==> src/sv/rna_pkg.sv <==
// ----------------------------------------------------------------------------
// rna_pkg
// Shared types and constants for the radius neighbor average block.
// ----------------------------------------------------------------------------
`default_nettype none

package rna_pkg;

    localparam int COORD_BITS       = 16;
    localparam int INDEX_BITS       = 6;
    localparam int RADIUS_BITS      = 32;
    localparam int ACTIVE_BITS      = 7;
    localparam int COUNT_OUT_BITS   = 6;
    localparam int MAX_AGENTS_DEF   = 64;
    localparam int S_DATA_BITS      = 72;
    localparam int M_DATA_BITS      = 72;

    localparam logic [RADIUS_BITS-1:0] RADIUS_SQ_RESET = 32'd14745600;
    localparam logic [ACTIVE_BITS-1:0] ACTIVE_RESET    = 7'd50;

    typedef enum logic [0:0] {
        CMD_WRITE = 1'b0,
        CMD_QUERY = 1'b1
    } command_t;

    typedef enum logic [0:0] {
        CFG_RADIUS_SQUARED = 1'b0,
        CFG_ACTIVE_AGENTS  = 1'b1
    } cfg_index_t;

    typedef enum logic [2:0] {
        ST_CLEAR,
        ST_IDLE,
        ST_SCAN,
        ST_DIVIDE,
        ST_OUTPUT
    } state_t;

    typedef struct packed {
        logic                         present;
        logic signed [COORD_BITS-1:0] pos_x;
        logic signed [COORD_BITS-1:0] pos_y;
        logic signed [COORD_BITS-1:0] vel_x;
        logic signed [COORD_BITS-1:0] vel_y;
    } agent_entry_t;

    typedef struct packed {
        logic                  start;
        logic [INDEX_BITS-1:0] agent_index;
    } query_req_t;

endpackage

`default_nettype wire

==> src/sv/rna_agent_mem.sv <==
// ----------------------------------------------------------------------------
// rna_agent_mem
// Agent table: one write port, one read port, registered read data.
// ----------------------------------------------------------------------------
`default_nettype none

module rna_agent_mem
    import rna_pkg::*;
#(
    parameter int MAX_AGENTS = MAX_AGENTS_DEF,
    localparam int AW        = $clog2(MAX_AGENTS)
) (
    input  wire logic          aclk,
    input  wire logic          wr_en,
    input  wire logic [AW-1:0] wr_addr,
    input  wire agent_entry_t  wr_data,
    input  wire logic          rd_en,
    input  wire logic [AW-1:0] rd_addr,
    output agent_entry_t       rd_data_reg
);

    agent_entry_t mem [MAX_AGENTS];

    always_ff @(posedge aclk) begin
        if (wr_en) begin
            mem[wr_addr] <= wr_data;
        end
    end

    always_ff @(posedge aclk) begin
        if (rd_en) begin
            rd_data_reg <= mem[rd_addr];
        end
    end

endmodule

`default_nettype wire

==> config.mk <==
export PLATFORM = sky130hd
export DESIGN_NAME = rna_agent_mem
export DESIGN_NICKNAME = d
export VERILOG_FILES = /design/src/sv/rna_pkg.sv /design/src/sv/rna_agent_mem.sv
export SDC_FILE = /design/constraint.sdc
export NUM_CORES = 2
export LEC_CHECK = 0
export CAP_MARGIN = 20
export CELL_PAD_IN_SITES_DETAIL_PLACEMENT = 0
export CELL_PAD_IN_SITES_GLOBAL_PLACEMENT = 1
export CORE_UTILIZATION = 45
export DETAILED_ROUTE_END_ITERATION = 16
export DONT_BUFFER_PORTS = 1
export GPL_TIMING_DRIVEN = 0
export PLACE_DENSITY = 0.64
export SLEW_MARGIN = 20
export SYNTH_ARGS = -nofsm -noshare
export SYNTH_HDL_FRONTEND = slang
export SYNTH_MEMORY_MAX_BITS = 65536
export SYNTH_SLANG_ARGS = --single-unit
export TNS_END_PERCENT = 30
==> constraint.sdc <==
create_clock -name aclk -period 6.4 [get_ports aclk]
set_input_delay 0.96 -clock aclk [delete_from_list [all_inputs] [get_ports aclk]]
set_output_delay 0.96 -clock aclk [all_outputs]
set_load 0.01 [all_outputs]
==> run_results.csv <==
group,metric,value,unit
placement,gp_congestion,0.7981,
synth,syn_avg_cell_area,24.07,um2
min_path,hold_path_depth,0,
clocking,cts-buffers-inserted,434,
synth,synthTopCellsByArea,"edfxtp_1 (80%), mux4_2 (15%), a22oi_1 (1.2%)",
route,ant_nets,0,
final_layout,multiInputGateArea,30720,um2
min_path,worstHoldPathType,"input pin to flip-flop",
route,wl_per_cell,43.21,um
floorplan,io_pins,145,
sta,tightest_slew,1.329,ns
sta,post-route-period-util,0.6806,
clocking,cts_setup_buffers,0,
setup_path,path_cells,"buf_2 > nor2b_1 > buf_2 > clkbuf_1 > a22oi_1 > nand3b_1 > o211a_1",
setup_path,worst_path_most_repeated_cell,"buf_2",
floorplan,die_w,596.4,um
setup_path,path_max_fanout,13,
global_routing,grt_pass1_vias,79890,
placement,dp_hpwl,369500,um
final_layout,seqCellArea,126900,um2
sta,fin_setup_tns,0,ns
power,p_switching,12500,uW
final_layout,fill_cells,26350,
synth,synth_common_cells,"edfxtp_1 (4225), mux4_2 (1040), a22oi_1 (260)",
sta,relSlewSlack,0.1140,
route,first_pass_iters,6,
setup_path,regToRegSetupSlack,3.73,ns
clocking,cts_root_buffer,"clkbuf_16",
synth,async_flop_share,0,
run_status,status,"complete, no violations",
setup_path,r2r-end,"rd_data_reg[13]",
setup_path,timing.rr.start,"mem[40][13]",
route,vias,81840,
power,seq_power_share,0.525,
sta,finalSetupViolations,0,
global_routing,antenna_found_initial,39,
global_routing,grt.overflow.total,0,
global_routing,grt_max_degree,66,
route,totalWireLength,539900,um
synth,ys_seq_area_frac,0.7980,
floorplan,core_area,350500,um2
sta,grt_setup_unrepaired,"no",
clocking,cts.reportedPaths.clkPinSlew,0.06,ns
sta,final_max_slew_viol_count,0,
synth,netlist_instances,6606,
power,totalPowerFinal,58590,uW
power,swShare,0.2134,
sta,finalHoldViolCount,0,
setup_path,critPathMaxStageDelay,1.03,ns
setup_path,arrival,5.12,ns
sta,fin_crit,4.356,ns
global_routing,grt_pass1_wl,713200,um
final_layout,nNetsFinal,7485,
run,max_cap_violations,0,
setup_path,cp_slowest_cell,"buf_2",
power,pwr-share-clk,0.429,
synth,synth_cell_types,26,
floorplan,fp.dieH,596.4,um
final_layout,largest_reg_flops,4160,
synth,syn-cell-area,159000,um2
clocking,cts_num_sinks,4225,
synth,ys.flop_type,"edfxtp_1",
floorplan,start_util,0.4536,
setup_path,crit_path_end_kind,"flip-flop",
setup_path,required,7.17,ns
synth,ys_ff_latch,4225,
floorplan,rows,217,
synth,syn_nets,6686,
route,viasPerCell,6.549,
setup_path,reg2regPathDepth,4,
synth,synth.top_cell.area_share,0.7980,
final_layout,postLayoutCoreUtil,0.5342,
clocking,h-tree-depth,5,
sta,clock.fmax,229.6,MHz
power,p_leak,0.05837,uW
floorplan,die_area,355700,um2
global_routing,grt.total_usage,0.3021,
final_layout,area_delta_synth_final,17.78,%
synth,synth_area_leader_cell,"edfxtp_1",
synth,synth_edf_count,4225,
power,p_int,46080,uW
clocking,clock_path_buffers,4,
route,post-route-drc-count,0,
power,p_comb_frac,0.046,
clocking,tritoncts,"built",
power,p_per_area,312.9,nW/um2
route,drt_iter0_drc,14020,
setup_path,crit_end,"rd_data_reg[40]",
power,worst_ir_drop_vdd,0.0002667,V
synth,yosysWarnings,0,
final_layout,drive_gt1_frac,0.3032,
clocking,clkLatencyLatePin,1.03,ns
sta,fin_worst_skew,0.04437,ns
placement,port_buffers,0,
setup_path,crit_type,"input pin to flip-flop",
synth,synth_most_common_cell,"edfxtp_1",
setup_path,worstSetupStartpoint,"rd_addr[2]",
setup_path,cp-start-kind,"input pin",
critical path, delay by kind of cell:
| kind | cells | cell delay (ns) |
|---|---|---|
| buffers and inverters | 3 | 2.18 |
| AOI/OAI and AO/OA | 2 | 0.75 |
| and+or+nand+nor | 2 | 1.19 |
kinds of logic after synthesis:
family / after synthesis / share of synthesized area
AO/OA/AOI/OAI: 566 / 0.02709
AND/OR/NAND/NOR: 295 / 0.009074
buffers and inverters: 377 / 0.01199
multiplexers: 1143 / 0.1538
flip-flops: 4225 / 0.7980
per-stage QoR:
step | std cells | worst slack [ns] | instance area, um2 | hold WS [ns]
after detailed placement | 11670 | 1.050 | 173200 | 0.9660
after global routing | 12480 | 2.122 | 187200 | -0.006830
final | 12500 | 2.044 | 187300 | 0.03267
after floorplan | 6606 | -0.06016 | 159000 | 0.8558
after global placement | 11310 | -8.550 | 164900 | 0.9654
after CTS | 12470 | 2.080 | 187200 | 0.001740
cell usage in the layout, fill, tap and decap left out, types with 112 or more instances in the layout:
cell type	Yosys	layout
buf_2	186	187
a22oi_1	260	260
nand3_1	115	115
o22ai_1	130	130
buf_12	0	216
buf_16	0	112
clkbuf_1	120	181
clkbuf_16	0	444
mux4_2	1040	1040
edfxtp_1	4225	4225
power groups by stage:
stage | registers (uW) | clock network (uW) | logic (uW)
2_1_floorplan | 31400 | 0 | 1420
3_3_place_gp | 31400 | 0 | 2530
3_5_place_dp | 31400 | 0 | 2650
4_1_cts | 30800 | 25300 | 2660
5_1_grt | 30800 | 26300 | 2730
6_report | 30800 | 25100 | 2670
cell type report:
cell class,instances,area share
clock buffers,537,0.06120
repair buffers,363,0.04180
diodes,26,0.0003475
flip-flops and latches,4225,0.6775
well taps,4708,0.03146
clock inverters,257,0.01308
multi-input cells,2004,0.1641
plain buffers,377,0.01052
metal layers:
metal	global-route usage	part of all wire	up-vias
met5	0	0.00021	-
met1	0.4072	0.37	44750
li1	-	-	30520
met2	0.4784	0.47	5554
met3	0.06760	0.11	996
met4	0.1266	0.047	16
what timing repair did:
item / 4_1_cts / 5_1_grt
resized for setup: 0 / 0
hold endpoints to repair: 5 / 0
hold buffers: 3 / 0
how the worst min path moves through the flow:
stage / slack [ns] / start / endpoint
6_report: 0.03 / wr_data[45] / mem[10][45]
5_1_grt: -0.007 / wr_data[6] / mem[14][6]
4_1_cts: 0.002 / wr_data[29] / mem[34][29]
3_5_place_dp: 0.97 / mem[30][50] / rd_data_reg[50]
3_3_place_gp: 0.97 / mem[20][46] / rd_data_reg[46]
2_1_floorplan: 0.86 / mem[46][54] / rd_data_reg[54]
Note: power is estimated with default switching activity, not from simulation.
