[config.mk]
export PLATFORM = sky130hd
export DESIGN_NAME = rna_div_lane
export DESIGN_NICKNAME = d
export VERILOG_FILES = /design/src/sv/rna_pkg.sv /design/src/sv/rna_div_lane.sv
export SDC_FILE = /design/constraint.sdc
export NUM_CORES = 1
export LEC_CHECK = 0
export BUFFER_PORTS_ARGS = -buffer_cell sky130_fd_sc_hd__buf_2
export CAP_MARGIN = 10
export CORE_UTILIZATION = 50
export CTS_CLUSTER_DIAMETER = 200
export DETAILED_ROUTE_END_ITERATION = 6
export PLACE_DENSITY = 0.72
export SYNTH_ARGS = -nofsm -noshare
export SYNTH_HDL_FRONTEND = slang
export SYNTH_SLANG_ARGS = --single-unit
[constraint.sdc]
create_clock -name aclk -period 5 [get_ports aclk]
set_input_delay 0.5 -clock aclk [delete_from_list [all_inputs] [get_ports aclk]]
set_output_delay 0.5 -clock aclk [all_outputs]
set_load 0.02 [all_outputs]
[src/sv/rna_pkg.sv]
// ----------------------------------------------------------------------------
// rna_pkg
// Shared types and constants for the radius neighbor average block.
// ----------------------------------------------------------------------------
`default_nettype none

package rna_pkg;

    localparam int COORD_BITS       = 16;
    localparam int INDEX_BITS       = 6;
    localparam int RADIUS_BITS      = 32;
    localparam int ACTIVE_BITS      = 7;
    localparam int COUNT_OUT_BITS   = 6;
    localparam int MAX_AGENTS_DEF   = 64;
    localparam int S_DATA_BITS      = 72;
    localparam int M_DATA_BITS      = 72;

    localparam logic [RADIUS_BITS-1:0] RADIUS_SQ_RESET = 32'd14745600;
    localparam logic [ACTIVE_BITS-1:0] ACTIVE_RESET    = 7'd50;

    typedef enum logic [0:0] {
        CMD_WRITE = 1'b0,
        CMD_QUERY = 1'b1
    } command_t;

    typedef enum logic [0:0] {
        CFG_RADIUS_SQUARED = 1'b0,
        CFG_ACTIVE_AGENTS  = 1'b1
    } cfg_index_t;

    typedef enum logic [2:0] {
        ST_CLEAR,
        ST_IDLE,
        ST_SCAN,
        ST_DIVIDE,
        ST_OUTPUT
    } state_t;

    typedef struct packed {
        logic                         present;
        logic signed [COORD_BITS-1:0] pos_x;
        logic signed [COORD_BITS-1:0] pos_y;
        logic signed [COORD_BITS-1:0] vel_x;
        logic signed [COORD_BITS-1:0] vel_y;
    } agent_entry_t;

    typedef struct packed {
        logic                  start;
        logic [INDEX_BITS-1:0] agent_index;
    } query_req_t;

endpackage

`default_nettype wire

[src/sv/rna_div_lane.sv]
// ----------------------------------------------------------------------------
// rna_div_lane
// Signed sum by unsigned count, restoring division one bit per cycle,
// quotient truncated toward zero.
// ----------------------------------------------------------------------------
`default_nettype none

module rna_div_lane
    import rna_pkg::*;
#(
    parameter int SUMW = COORD_BITS + 7,
    parameter int CNTW = 7,
    localparam int STW = $clog2(SUMW)
) (
    input  wire logic                   aclk,
    input  wire logic                   aresetn,
    input  wire logic                   start,
    input  wire logic signed [SUMW-1:0] dividend,
    input  wire logic [CNTW-1:0]        divisor,
    output logic                        busy_reg,
    output logic [COORD_BITS-1:0]       quotient
);

    logic [STW-1:0]        step_reg;
    logic                  neg_reg;
    logic [SUMW-1:0]       quo_reg, quo_next;
    logic [CNTW-1:0]       rem_reg, rem_next;
    logic [CNTW-1:0]       dvs_reg;
    logic [CNTW:0]         shifted;
    logic                  ge;
    logic [COORD_BITS-1:0] qlow;

    always_comb begin
        shifted  = {rem_reg, quo_reg[SUMW-1]};
        ge       = shifted >= {1'b0, dvs_reg};
        rem_next = ge ? CNTW'(shifted - {1'b0, dvs_reg}) : shifted[CNTW-1:0];
        quo_next = {quo_reg[SUMW-2:0], ge};
    end

    assign qlow     = quo_reg[COORD_BITS-1:0];
    assign quotient = neg_reg ? (~qlow + 1'b1) : qlow;

    always_ff @(posedge aclk) begin
        if (!aresetn) begin
            busy_reg <= 1'b0;
        end else if (start) begin
            busy_reg <= 1'b1;
        end else if (busy_reg && step_reg == STW'(SUMW - 1)) begin
            busy_reg <= 1'b0;
        end
    end

    always_ff @(posedge aclk) begin
        if (start) begin
            neg_reg  <= dividend[SUMW-1];
            quo_reg  <= dividend[SUMW-1] ? SUMW'(-dividend) : SUMW'(dividend);
            rem_reg  <= '0;
            dvs_reg  <= divisor;
            step_reg <= '0;
        end else if (busy_reg) begin
            quo_reg  <= quo_next;
            rem_reg  <= rem_next;
            step_reg <= STW'(step_reg + 1'b1);
        end
    end

endmodule

`default_nettype wire

==> results.txt <==
----------------------------------------------------
[Run status]
  Outcome ... completed

[Setup path]
  WS Path Type ... flop to primary output
  Maximum fanout count along the critical path ... 5
  Startpoint Class ... flop
  CP Capture Type ... primary output
  Required @ worst endpoint ... 4.50 ns
  CP Data Arrival Time ... 2.12 ns
  Worst Reg-to-Reg Cells ... 8

[Detailed routing]
  Post-DR vias/cell ... 5.51
  DRC viols ... 0
  Wire per inst ... 14.0 um
  Total number of vias ... 2,330
  Wirelength, routed ... 5920 um
  Post-DRT Antenna Nets ... 0
  DR iter-0 viols ... 118
  Pre-Repair DR Iteration Count ... 4

[Floorplan]
  Height of the chip ... 78.1 um
  Die width ... 78.1 um
  Boundary pin count ... 50
  Floorplan die area ... 0.00610 mm2
  Std-Cell Core Area ... 0.00554 mm2
  Starting density of the core ... 52.3%
  Row count ... 27

[Finish]
  Antenna fix cells ... 0
  Core occupancy in the finished layout ... 58.8%
  Ratio of cells with drive above 1 in the final layout ... 19.1%
  Number of fillers in the final layout ... 506
  Max FFs per register ... 23
  Total Nets Final ... 395
  Syn-to-layout area delta ... 12.4%

[Pwr]
  Part of the power in the clock network ... 22.9%
  Worst voltage drop across the vdd grid ... 0.182 mV
  Part of the total power dissipated in sequential elements ... 49.2%
  Proportion of total power due to net switching ... 32.5%
  NetSw ... 0.000308 W
  Standby leakage power ... 1.28 nW
  Pwr dens ... 292 mW/mm2
  Cell internal pwr ... 0.000642 W
  Post-layout power ... 0.000950 W
  Part of the power in combinational logic ... 27.9%

[Synth]
  Cell taking the most area after synthesis ... sky130_fd_sc_hd__edfxtp_1
  Share of synthesized registers carrying an async set or reset ... 0%
  Area contributors post-synth ... sky130_fd_sc_hd__edfxtp_1, sky130_fd_sc_hd__dfxtp_1, sky130_fd_sc_hd__xor2_1, sky130_fd_sc_hd__nor2_1, sky130_fd_sc_hd__a21oi_1
  Synthesized flop and latch total ... 44
  Average cell area after synthesis ... 9.40 um2
  Post-synth EDFFs ... 31
  Fraction of the yosys area taken by sequential cells ... 41.1%
  Most common cell in the netlist ... sky130_fd_sc_hd__nor2_1
  Share of the synthesized area in the top cell type ... 32.1%
  Synthesis Warnings ... 0
  Mapped Area ... 0.00290 mm2
  Synth Flop Type ... sky130_fd_sc_hd__edfxtp_1
  Net count after synthesis ... 353
  Yosys cell types ... 39
  Top cells by instance count after synthesis ... sky130_fd_sc_hd__nor2_1, sky130_fd_sc_hd__edfxtp_1, sky130_fd_sc_hd__a21oi_1
  Gate count after technology mapping ... 308

[Global route]
  First-pass GRT wire length ... 10,200 um
  Antenna violations before repair ... 0
  Total overflow reported by the global router ... 0
  Maximum number of pins on one net before global-route repair ... 44
  Combined global-route utilization of all metal layers ... 21.0%
  Via count of the first global-routing pass ... 2,252

[Worst hold path]
  Kind of path behind the tightest hold check ... input port to flop
  Hold depth ... 1

[Timing]
  Normalized max-slew margin ... 49.5%
  Setup skew after layout ... 0.00414 ns
  Max-slew violations ... 0
  Transition time of the tightest slew-check pin ... 0.757 ns
  Final total negative setup slack ... 0 ns
  Final min period ... 2.62 ns
  RSZ-0062 raised after global routing ... false
  Endpoints failing setup ... 0
  Ratio of final minimum period to clock period ... 52.5%
  Final Hold Viols ... 0
  Upper clock frequency limit ... 0.381 GHz

[Placed design]
  Placer's final routability congestion estimate ... 0.814
  Count of input and output buffers ... 49
  DP HPWL ... 4380 um

[Run]
  Maximum capacitance violations ... 0

[Clock network]
  Post-CTS setup repair buffer count ... 0
  Number of gates given a new drive strength after cts ... 0
  Post-cts hold buffer count ... 0
  TritonCTS Buffers ... 5
  Clk_lat worst skew ... 0.29 ns
  CTS tree ... built
  Sink Count ... 44
  Root buf cell ... sky130_fd_sc_hd__clkbuf_8
  H-tree levels ... 2
  CTS Buffer Depth ... 2
  Clock input transition at the sequential cells of the worst setup and hold paths ... 0.08 ns

----------------------------------------------------
[power by group through the flow]
stage	Combinational, W	Clock [W]	Sequential [W]
2_1_floorplan	0.000199	0	0.000463
3_3_place_gp	0.000259	0	0.000474
3_5_place_dp	0.000267	0	0.000475
4_1_cts	0.000268	0.000224	0.000467
5_1_grt	0.000297	0.000237	0.000474
6_report	0.000265	0.000217	0.000468
[logic make-up (layout without fill, tap and decap cells)]
logic type | after synthesis | count (layout) | share of synthesized area, %
simple gates | 102 | 102 | 17.5
compound gates | 72 | 72 | 16.8
flops | 44 | 44 | 41.1
xor+xnor | 40 | 40 | 12.1
buf+inv | 31 | 74 | 4.41
fa+ha+maj | 12 | 12 | 5.44
mux | 7 | 7 | 2.59
[placed cells by master (no fill, tap or decap), types with 3 or more instances in the layout]
cell and count:
sky130_fd_sc_hd__nor2b_1 6, sky130_fd_sc_hd__nor2_1 42, sky130_fd_sc_hd__nand4_1 5, sky130_fd_sc_hd__mux2_2 4, sky130_fd_sc_hd__ha_1 11, sky130_fd_sc_hd__dfxtp_1 13
sky130_fd_sc_hd__a21oi_1 29, sky130_fd_sc_hd__xnor2_1 16, sky130_fd_sc_hd__nand2_1 16, sky130_fd_sc_hd__xor2_1 24, sky130_fd_sc_hd__o31ai_1 11, sky130_fd_sc_hd__edfxtp_1 31
sky130_fd_sc_hd__nor3_1 4, sky130_fd_sc_hd__clkbuf_8 5, sky130_fd_sc_hd__o41ai_1 4, sky130_fd_sc_hd__buf_2 49, sky130_fd_sc_hd__or3_1 5, sky130_fd_sc_hd__o21ai_0 14
sky130_fd_sc_hd__nor3b_1 3, sky130_fd_sc_hd__nand2b_1 6, sky130_fd_sc_hd__inv_1 16, sky130_fd_sc_hd__a311oi_1 3, sky130_fd_sc_hd__nand3_1 4, sky130_fd_sc_hd__mux2i_1 3
sky130_fd_sc_hd__a211oi_1 6
[metrics by stage]
step	setup slack, ns	area [um2]	hold WS (ns)	cells
after detailed placement	2.31	3170	0.496	415
after global routing	2.20	3260	0.362	423
after CTS	2.38	3260	0.373	423
after floorplan	2.67	2900	0.472	308
after global placement	2.40	3170	0.493	415
final	2.38	3260	0.376	423
[final timing paths]
check	from	end	slack [ns]
hold reg to reg	rem_reg[6]	rem_reg[6]	0.51
setup / recovery	quo_reg[2]	quotient[13]	2.38
hold / removal	divisor[6]	dvs_reg[6]	0.38
setup reg to reg	quo_reg[22]	rem_reg[0]	2.56
[metal layers]
metal / vias to the layer above / wire (um) / track usage, %
met4: 0 / 95 / 7.22
met5: - / 0 / 0
met2: 44 / 2900 / 35.8
met3: 8 / 216 / 3.14
li1: 1192 / - / -
met1: 1086 / 2710 / 27.2
[worst max-delay path: stages (launching register included)]
cell,delay (ns)
sky130_fd_sc_hd__edfxtp_1,0.45
sky130_fd_sc_hd__nor3_1,0.45
sky130_fd_sc_hd__nand4_1,0.22
sky130_fd_sc_hd__o41ai_1,0.35
sky130_fd_sc_hd__xnor2_1,0.17
sky130_fd_sc_hd__buf_2,0.19
[area by class of cell]
cell class | count | area (um2) | share of cell area, %
timing repair buffer | 50 | 253 | 7.76
clock inverter | 2 | 11.3 | 0.346
tap | 72 | 90.1 | 2.77
sequential | 44 | 1190 | 36.6
multi-input combinational | 233 | 1580 | 48.5
clock buffer | 6 | 72.6 | 2.23
inverter | 16 | 60.1 | 1.84
No activity file was read; power rests on OpenSTA's default activity.
