<file path="src/sv/rna_pkg.sv">
// ----------------------------------------------------------------------------
// rna_pkg
// Shared types and constants for the radius neighbor average block.
// ----------------------------------------------------------------------------
`default_nettype none

package rna_pkg;

    localparam int COORD_BITS       = 16;
    localparam int INDEX_BITS       = 6;
    localparam int RADIUS_BITS      = 32;
    localparam int ACTIVE_BITS      = 7;
    localparam int COUNT_OUT_BITS   = 6;
    localparam int MAX_AGENTS_DEF   = 64;
    localparam int S_DATA_BITS      = 72;
    localparam int M_DATA_BITS      = 72;

    localparam logic [RADIUS_BITS-1:0] RADIUS_SQ_RESET = 32'd14745600;
    localparam logic [ACTIVE_BITS-1:0] ACTIVE_RESET    = 7'd50;

    typedef enum logic [0:0] {
        CMD_WRITE = 1'b0,
        CMD_QUERY = 1'b1
    } command_t;

    typedef enum logic [0:0] {
        CFG_RADIUS_SQUARED = 1'b0,
        CFG_ACTIVE_AGENTS  = 1'b1
    } cfg_index_t;

    typedef enum logic [2:0] {
        ST_CLEAR,
        ST_IDLE,
        ST_SCAN,
        ST_DIVIDE,
        ST_OUTPUT
    } state_t;

    typedef struct packed {
        logic                         present;
        logic signed [COORD_BITS-1:0] pos_x;
        logic signed [COORD_BITS-1:0] pos_y;
        logic signed [COORD_BITS-1:0] vel_x;
        logic signed [COORD_BITS-1:0] vel_y;
    } agent_entry_t;

    typedef struct packed {
        logic                  start;
        logic [INDEX_BITS-1:0] agent_index;
    } query_req_t;

endpackage

`default_nettype wire

</file>
<file path="src/sv/rna_scan.sv">
// ----------------------------------------------------------------------------
// rna_scan
// Query engine: looks up the queried agent, then streams table entries
// through a distance-square / compare / accumulate pipeline.
// ----------------------------------------------------------------------------
`default_nettype none

module rna_scan
    import rna_pkg::*;
#(
    parameter int MAX_AGENTS = MAX_AGENTS_DEF,
    localparam int AW        = $clog2(MAX_AGENTS),
    localparam int CNTW      = $clog2(MAX_AGENTS + 1),
    localparam int SUMW      = COORD_BITS + CNTW
) (
    input  wire logic                   aclk,
    input  wire logic                   aresetn,
    input  wire query_req_t             req,
    input  wire logic [CNTW-1:0]        limit,
    input  wire logic [RADIUS_BITS-1:0] radius_sq,
    output logic                        rd_en,
    output logic [AW-1:0]               rd_addr,
    input  wire agent_entry_t           rd_data,
    output logic                        scan_done,
    output logic [CNTW-1:0]             count_reg,
    output logic signed [SUMW-1:0]      sum_px_reg,
    output logic signed [SUMW-1:0]      sum_py_reg,
    output logic signed [SUMW-1:0]      sum_vx_reg,
    output logic signed [SUMW-1:0]      sum_vy_reg
);

    localparam int IW  = (CNTW > INDEX_BITS) ? CNTW : INDEX_BITS;
    localparam int DW  = COORD_BITS + 1;
    localparam int SQW = 2 * COORD_BITS;

    logic                         busy_reg, busy_next;
    logic                         look_reg, look_next;
    logic                         iss_reg, iss_next;
    logic [CNTW-1:0]              iter_reg, iter_next;
    logic [INDEX_BITS-1:0]        qidx_reg;
    logic                         qin_reg;
    logic signed [COORD_BITS-1:0] qx_reg, qy_reg;
    logic                         p1_valid_reg, p1_valid_next;
    logic [CNTW-1:0]              p1_idx_reg;
    logic                         p2_valid_reg, p2_valid_next;
    logic                         p2_skip_reg, p2_skip_next;
    logic [SQW-1:0]               sqx_reg, sqy_reg, sqx_next, sqy_next;
    agent_entry_t                 p2_entry_reg;

    logic signed [DW-1:0]         dx, dy;
    logic signed [2*DW-1:0]       dx_sq, dy_sq;
    logic [SQW:0]                 dist_sq;
    logic                         hit;

    assign rd_en   = req.start | iss_reg;
    assign rd_addr = req.start ? AW'(req.agent_index) : iter_reg[AW-1:0];

    always_comb begin
        busy_next = busy_reg;
        look_next = 1'b0;
        iss_next  = iss_reg;
        iter_next = iter_reg;
        p1_valid_next = 1'b0;
        scan_done = 1'b0;
        if (req.start) begin
            busy_next = 1'b1;
            look_next = 1'b1;
            iss_next  = (limit != '0);
            iter_next = '0;
        end else begin
            if (iss_reg) begin
                p1_valid_next = 1'b1;
                iter_next     = CNTW'(iter_reg + 1'b1);
                if (CNTW'(iter_reg + 1'b1) == limit) begin
                    iss_next = 1'b0;
                end
            end
            if (busy_reg && !look_reg && !iss_reg && !p1_valid_reg && !p2_valid_reg) begin
                scan_done = 1'b1;
                busy_next = 1'b0;
            end
        end
    end

    // stage 1: squared axis distances
    always_comb begin
        dx       = DW'(rd_data.pos_x) - DW'(qx_reg);
        dy       = DW'(rd_data.pos_y) - DW'(qy_reg);
        dx_sq    = dx * dx;
        dy_sq    = dy * dy;
        sqx_next = dx_sq[SQW-1:0];
        sqy_next = dy_sq[SQW-1:0];
        p2_valid_next = p1_valid_reg;
        p2_skip_next  = !rd_data.present || (IW'(p1_idx_reg) == IW'(qidx_reg));
    end

    // stage 2: compare against the radius
    assign dist_sq = {1'b0, sqx_reg} + {1'b0, sqy_reg};
    assign hit     = p2_valid_reg && !p2_skip_reg
                     && (dist_sq < (SQW + 1)'(radius_sq));

    always_ff @(posedge aclk) begin
        if (!aresetn) begin
            busy_reg     <= 1'b0;
            look_reg     <= 1'b0;
            iss_reg      <= 1'b0;
            p1_valid_reg <= 1'b0;
            p2_valid_reg <= 1'b0;
        end else begin
            busy_reg     <= busy_next;
            look_reg     <= look_next;
            iss_reg      <= iss_next;
            p1_valid_reg <= p1_valid_next;
            p2_valid_reg <= p2_valid_next;
        end
    end

    always_ff @(posedge aclk) begin
        iter_reg     <= iter_next;
        p1_idx_reg   <= iter_reg;
        sqx_reg      <= sqx_next;
        sqy_reg      <= sqy_next;
        p2_skip_reg  <= p2_skip_next;
        p2_entry_reg <= rd_data;
        if (req.start) begin
            qidx_reg   <= req.agent_index;
            qin_reg    <= (IW'(req.agent_index) < IW'(MAX_AGENTS));
            count_reg  <= '0;
            sum_px_reg <= '0;
            sum_py_reg <= '0;
            sum_vx_reg <= '0;
            sum_vy_reg <= '0;
        end else if (hit) begin
            count_reg  <= CNTW'(count_reg + 1'b1);
            sum_px_reg <= sum_px_reg + SUMW'(p2_entry_reg.pos_x);
            sum_py_reg <= sum_py_reg + SUMW'(p2_entry_reg.pos_y);
            sum_vx_reg <= sum_vx_reg + SUMW'(p2_entry_reg.vel_x);
            sum_vy_reg <= sum_vy_reg + SUMW'(p2_entry_reg.vel_y);
        end
        if (look_reg) begin
            qx_reg <= qin_reg ? rd_data.pos_x : '0;
            qy_reg <= qin_reg ? rd_data.pos_y : '0;
        end
    end

endmodule

`default_nettype wire

</file>
<file path="config.mk">
export PLATFORM = sky130hd
export DESIGN_NAME = rna_scan
export DESIGN_NICKNAME = d
export VERILOG_FILES = /design/src/sv/rna_pkg.sv /design/src/sv/rna_scan.sv
export SDC_FILE = /design/constraint.sdc
export NUM_CORES = 2
export LEC_CHECK = 0
export BUFFER_PORTS_ARGS = -buffer_cell sky130_fd_sc_hd__buf_2
export CORE_MARGIN = 1.5
export CORE_UTILIZATION = 50
export CTS_CLUSTER_DIAMETER = 100
export DETAILED_ROUTE_END_ITERATION = 8
export PLACE_DENSITY = 0.76
export REMOVE_ABC_BUFFERS = 1
export SLEW_MARGIN = 20
export SYNTH_ARGS = -nofsm -noshare
export SYNTH_HDL_FRONTEND = slang
export SYNTH_SLANG_ARGS = --single-unit
</file>
<file path="constraint.sdc">
create_clock -name aclk -period 18 [get_ports aclk]
set_input_delay 2.7 -clock aclk [delete_from_list [all_inputs] [get_ports aclk]]
set_output_delay 2.7 -clock aclk [all_outputs]
set_load 0.02 [all_outputs]
</file>
==> flow_metrics.env <==
export IMPL_synthTopCellsByArea="fa_1, dfxtp_1, ha_1"
export IMPL_synthMuxAreaShare_pct=0.447
export IMPL_row_count=95
export IMPL_arrival_ns=12.05
export IMPL_yosys_area_share_simple_pct=12.2
export IMPL_tns_ns=0
export IMPL_post_synth_top_area_cell="fa_1"
export IMPL_min_to="p1_idx_reg[6]"
export IMPL_htree_levels=2
export IMPL_crit_top_cell="fa_1"
export IMPL_holdBufCountCts=0
export IMPL_skew_ns=0.0196
export IMPL_ys_types=83
export IMPL_die_h_um=263
export IMPL_drcViolationCount=0
export IMPL_dieArea_mm2=0.0692
export IMPL_synth_xor_area_share_pct=5.59
export IMPL_ys_ff_latch=283
export IMPL_nFillCells=5980
export IMPL_max_cap_violations=0
export IMPL_ant_nets=0
export IMPL_seq_area_frac_synth_pct=17.9
export IMPL_r2r_start="qx_reg[3]"
export IMPL_synthToLayoutAreaGrowth_pct=9.28
export IMPL_r2r_end="sqx_reg[31]"
export IMPL_dr_first_iter_drc_count=1561
export IMPL_clk_latency_ns=0.56
export IMPL_gr_total_overflow=0
export IMPL_rsz0062_at_grt="no"
export IMPL_cts_sinks=283
export IMPL_cts_tree="done"
export IMPL_largest_reg_flops=64
export IMPL_crit_type="primary input to flop"
export IMPL_netlist_area_mm2=0.0338
export IMPL_clock_fmax_ghz=0.0860
export IMPL_synth_ff_type="dfxtp_1"
export IMPL_rrSetupSlack_ns=8.30
export IMPL_holdPathStages=0
export IMPL_final_nets=4904
export IMPL_ctsResizeCount=0
export IMPL_setup_worst_path_end_class="flop"
export IMPL_slew_viol_final=0
export IMPL_netlist_instances=3736
export IMPL_max_slew_worst_pin_slew_ns=1.10
export IMPL_cts_max_path_buffers=3
export IMPL_finalCritPeriodShare_pct=64.6
export IMPL_place_congestion=0.918
export IMPL_io_buffers=219
export IMPL_max_slew_margin_pct=26.3
export IMPL_multiInputGateArea_mm2=0.0246
export IMPL_hold_viol=0
export IMPL_synth_adder_area_share_pct=43.4
export IMPL_netlist_top_cells_count="inv_1, fa_1, nand2_1"
export IMPL_final_util_pct=55.2
export IMPL_grt_pass1_vias=26300
export IMPL_initial_core_util_pct=50.5
export IMPL_post_cts_setup_buffers=0
export IMPL_hold_class="flop to flop"
export IMPL_synth_async_reset_ratio_pct=0
export IMPL_clkTransAtPathRegs_ns=0.06
export IMPL_hold_path_startpoint="iter_reg[6]"
export IMPL_syn_area_per_cell_um2=9.06
export IMPL_max_stage_delay_ns=0.80
export IMPL_r2r_cells=32
export IMPL_coreArea_mm2=0.0670
export IMPL_period_needed_ns=11.63
export IMPL_synth_most_common_cell="inv_1"
export IMPL_yosys_area_top_type_share_pct=30.8
export IMPL_die_w_um=263
export IMPL_ff_latch_area_mm2=0.00605
export IMPL_grt_max_degree=53
export IMPL_synth_top_family_by_area="adder cells"
export IMPL_clockRootBuffer="clkbuf_16"
export IMPL_vias=25700
export IMPL_wire_per_inst_um=15.9
export IMPL_dpl_hpwl_um=62000
export IMPL_setup_viol=0
export IMPL_synth_edff_count=38
export IMPL_drive_above_1_share_pct=8.75
export IMPL_yosysWarnings=0
export IMPL_crit_fanout=11
export IMPL_grt_pass1_wl_um=129000
export IMPL_cts_buffers=35
export IMPL_startpoint_type="primary input"
export IMPL_crit_slowest_cell="xnor2_1"
export IMPL_via_per_inst=5.33
export IMPL_antenna_found_initial=4
export IMPL_io_pins=220
export IMPL_first_pass_iters=5
export IMPL_synth_compound_area_share_pct=11.0
export IMPL_status="complete, no violations"
export IMPL_wl_um=76800
export IMPL_cp_required_ns=18.43
export IMPL_track_usage_pct=22.7
[worst max-delay path, delay by kind of cell]
| kind | cells | cell delay [ns] |
|---|---|---|
| compound gates | 13 | 3.11 |
| buf+inv | 5 | 0.88 |
| fa+ha+maj | 8 | 3.59 |
| xor+xnor | 3 | 1.09 |
| simple gates | 3 | 0.68 |
[logic make-up after synthesis]
family                     after synthesis
AOI/OAI and AO/OA                      584
DFF                                    283
adders and majority gates              862
and+or+nand+nor                        939
muxes                                   14
buffers and inverters                  838
xor gates and xnor gates               216
[placed cells by master, fill, tap and decap left out, types with 22 or more instances in the layout]
master / n
dfxtp_1: 244
clkbuf_16: 36
inv_1: 742
nor3_1: 34
or3_1: 22
a21oi_1: 224
fa_1: 520
nand3_1: 44
xor2_1: 53
and3_1: 29
nor2b_1: 40
a21o_1: 61
buf_4: 25
buf_2: 218
o21a_1: 30
ha_1: 342
nor2_1: 310
a211oi_1: 30
nand2b_1: 28
edfxtp_1: 38
o21ai_0: 92
xnor2_1: 162
nand2_1: 368
[per-layer routing]
layer	part of all wire [%]	global-route usage, %	up-vias	wire (um)
met4	2.9	7.00	4	2190
met3	7.0	3.73	161	5340
met2	48	37.8	747	36700
met1	42	30.2	12600	32500
met5	0.027	0	-	21
li1	-	-	12300	-
[final cells by class]
cell class / instances / area share [%]
Antenna cell: 2 / 0.0135
Clock buffer: 49 / 2.70
Clock inverter: 14 / 0.338
Inverter: 751 / 7.62
Multi-Input combinational cell: 2615 / 66.6
Sequential cell: 283 / 16.4
Tap cell: 873 / 2.95
Timing Repair Buffer: 243 / 3.46
[how the worst max path moves through the flow]
| stage | from | slack (ns) | cells past startpoint | end |
|---|---|---|---|---|
| floorplan | rd_data[32] | 7.34 | 34 | sqy_reg[30] |
| global placement | rd_data[48] | 6.36 | 36 | sqx_reg[31] |
| detailed placement | rd_data[51] | 6.04 | 32 | sqx_reg[31] |
| CTS | rd_data[51] | 6.58 | 32 | sqx_reg[31] |
| global route | rd_data[51] | 5.80 | 34 | sqx_reg[31] |
| finish | rd_data[51] | 6.37 | 32 | sqx_reg[31] |
[per-stage QoR]
stage	cells	area (um^2)	setup WS [ns]	hold WS [ns]
floorplan	3649	33500	7.34	0.368
global placement	4765	35800	6.36	0.391
detailed placement	4765	35800	6.04	0.392
CTS	4828	37000	6.58	0.411
global route	4830	37000	5.80	0.425
finish	4830	37000	6.37	0.403
Power is not shown: default switching activity piles up to over one toggle a cycle in this logic, so the estimate is an artifact.
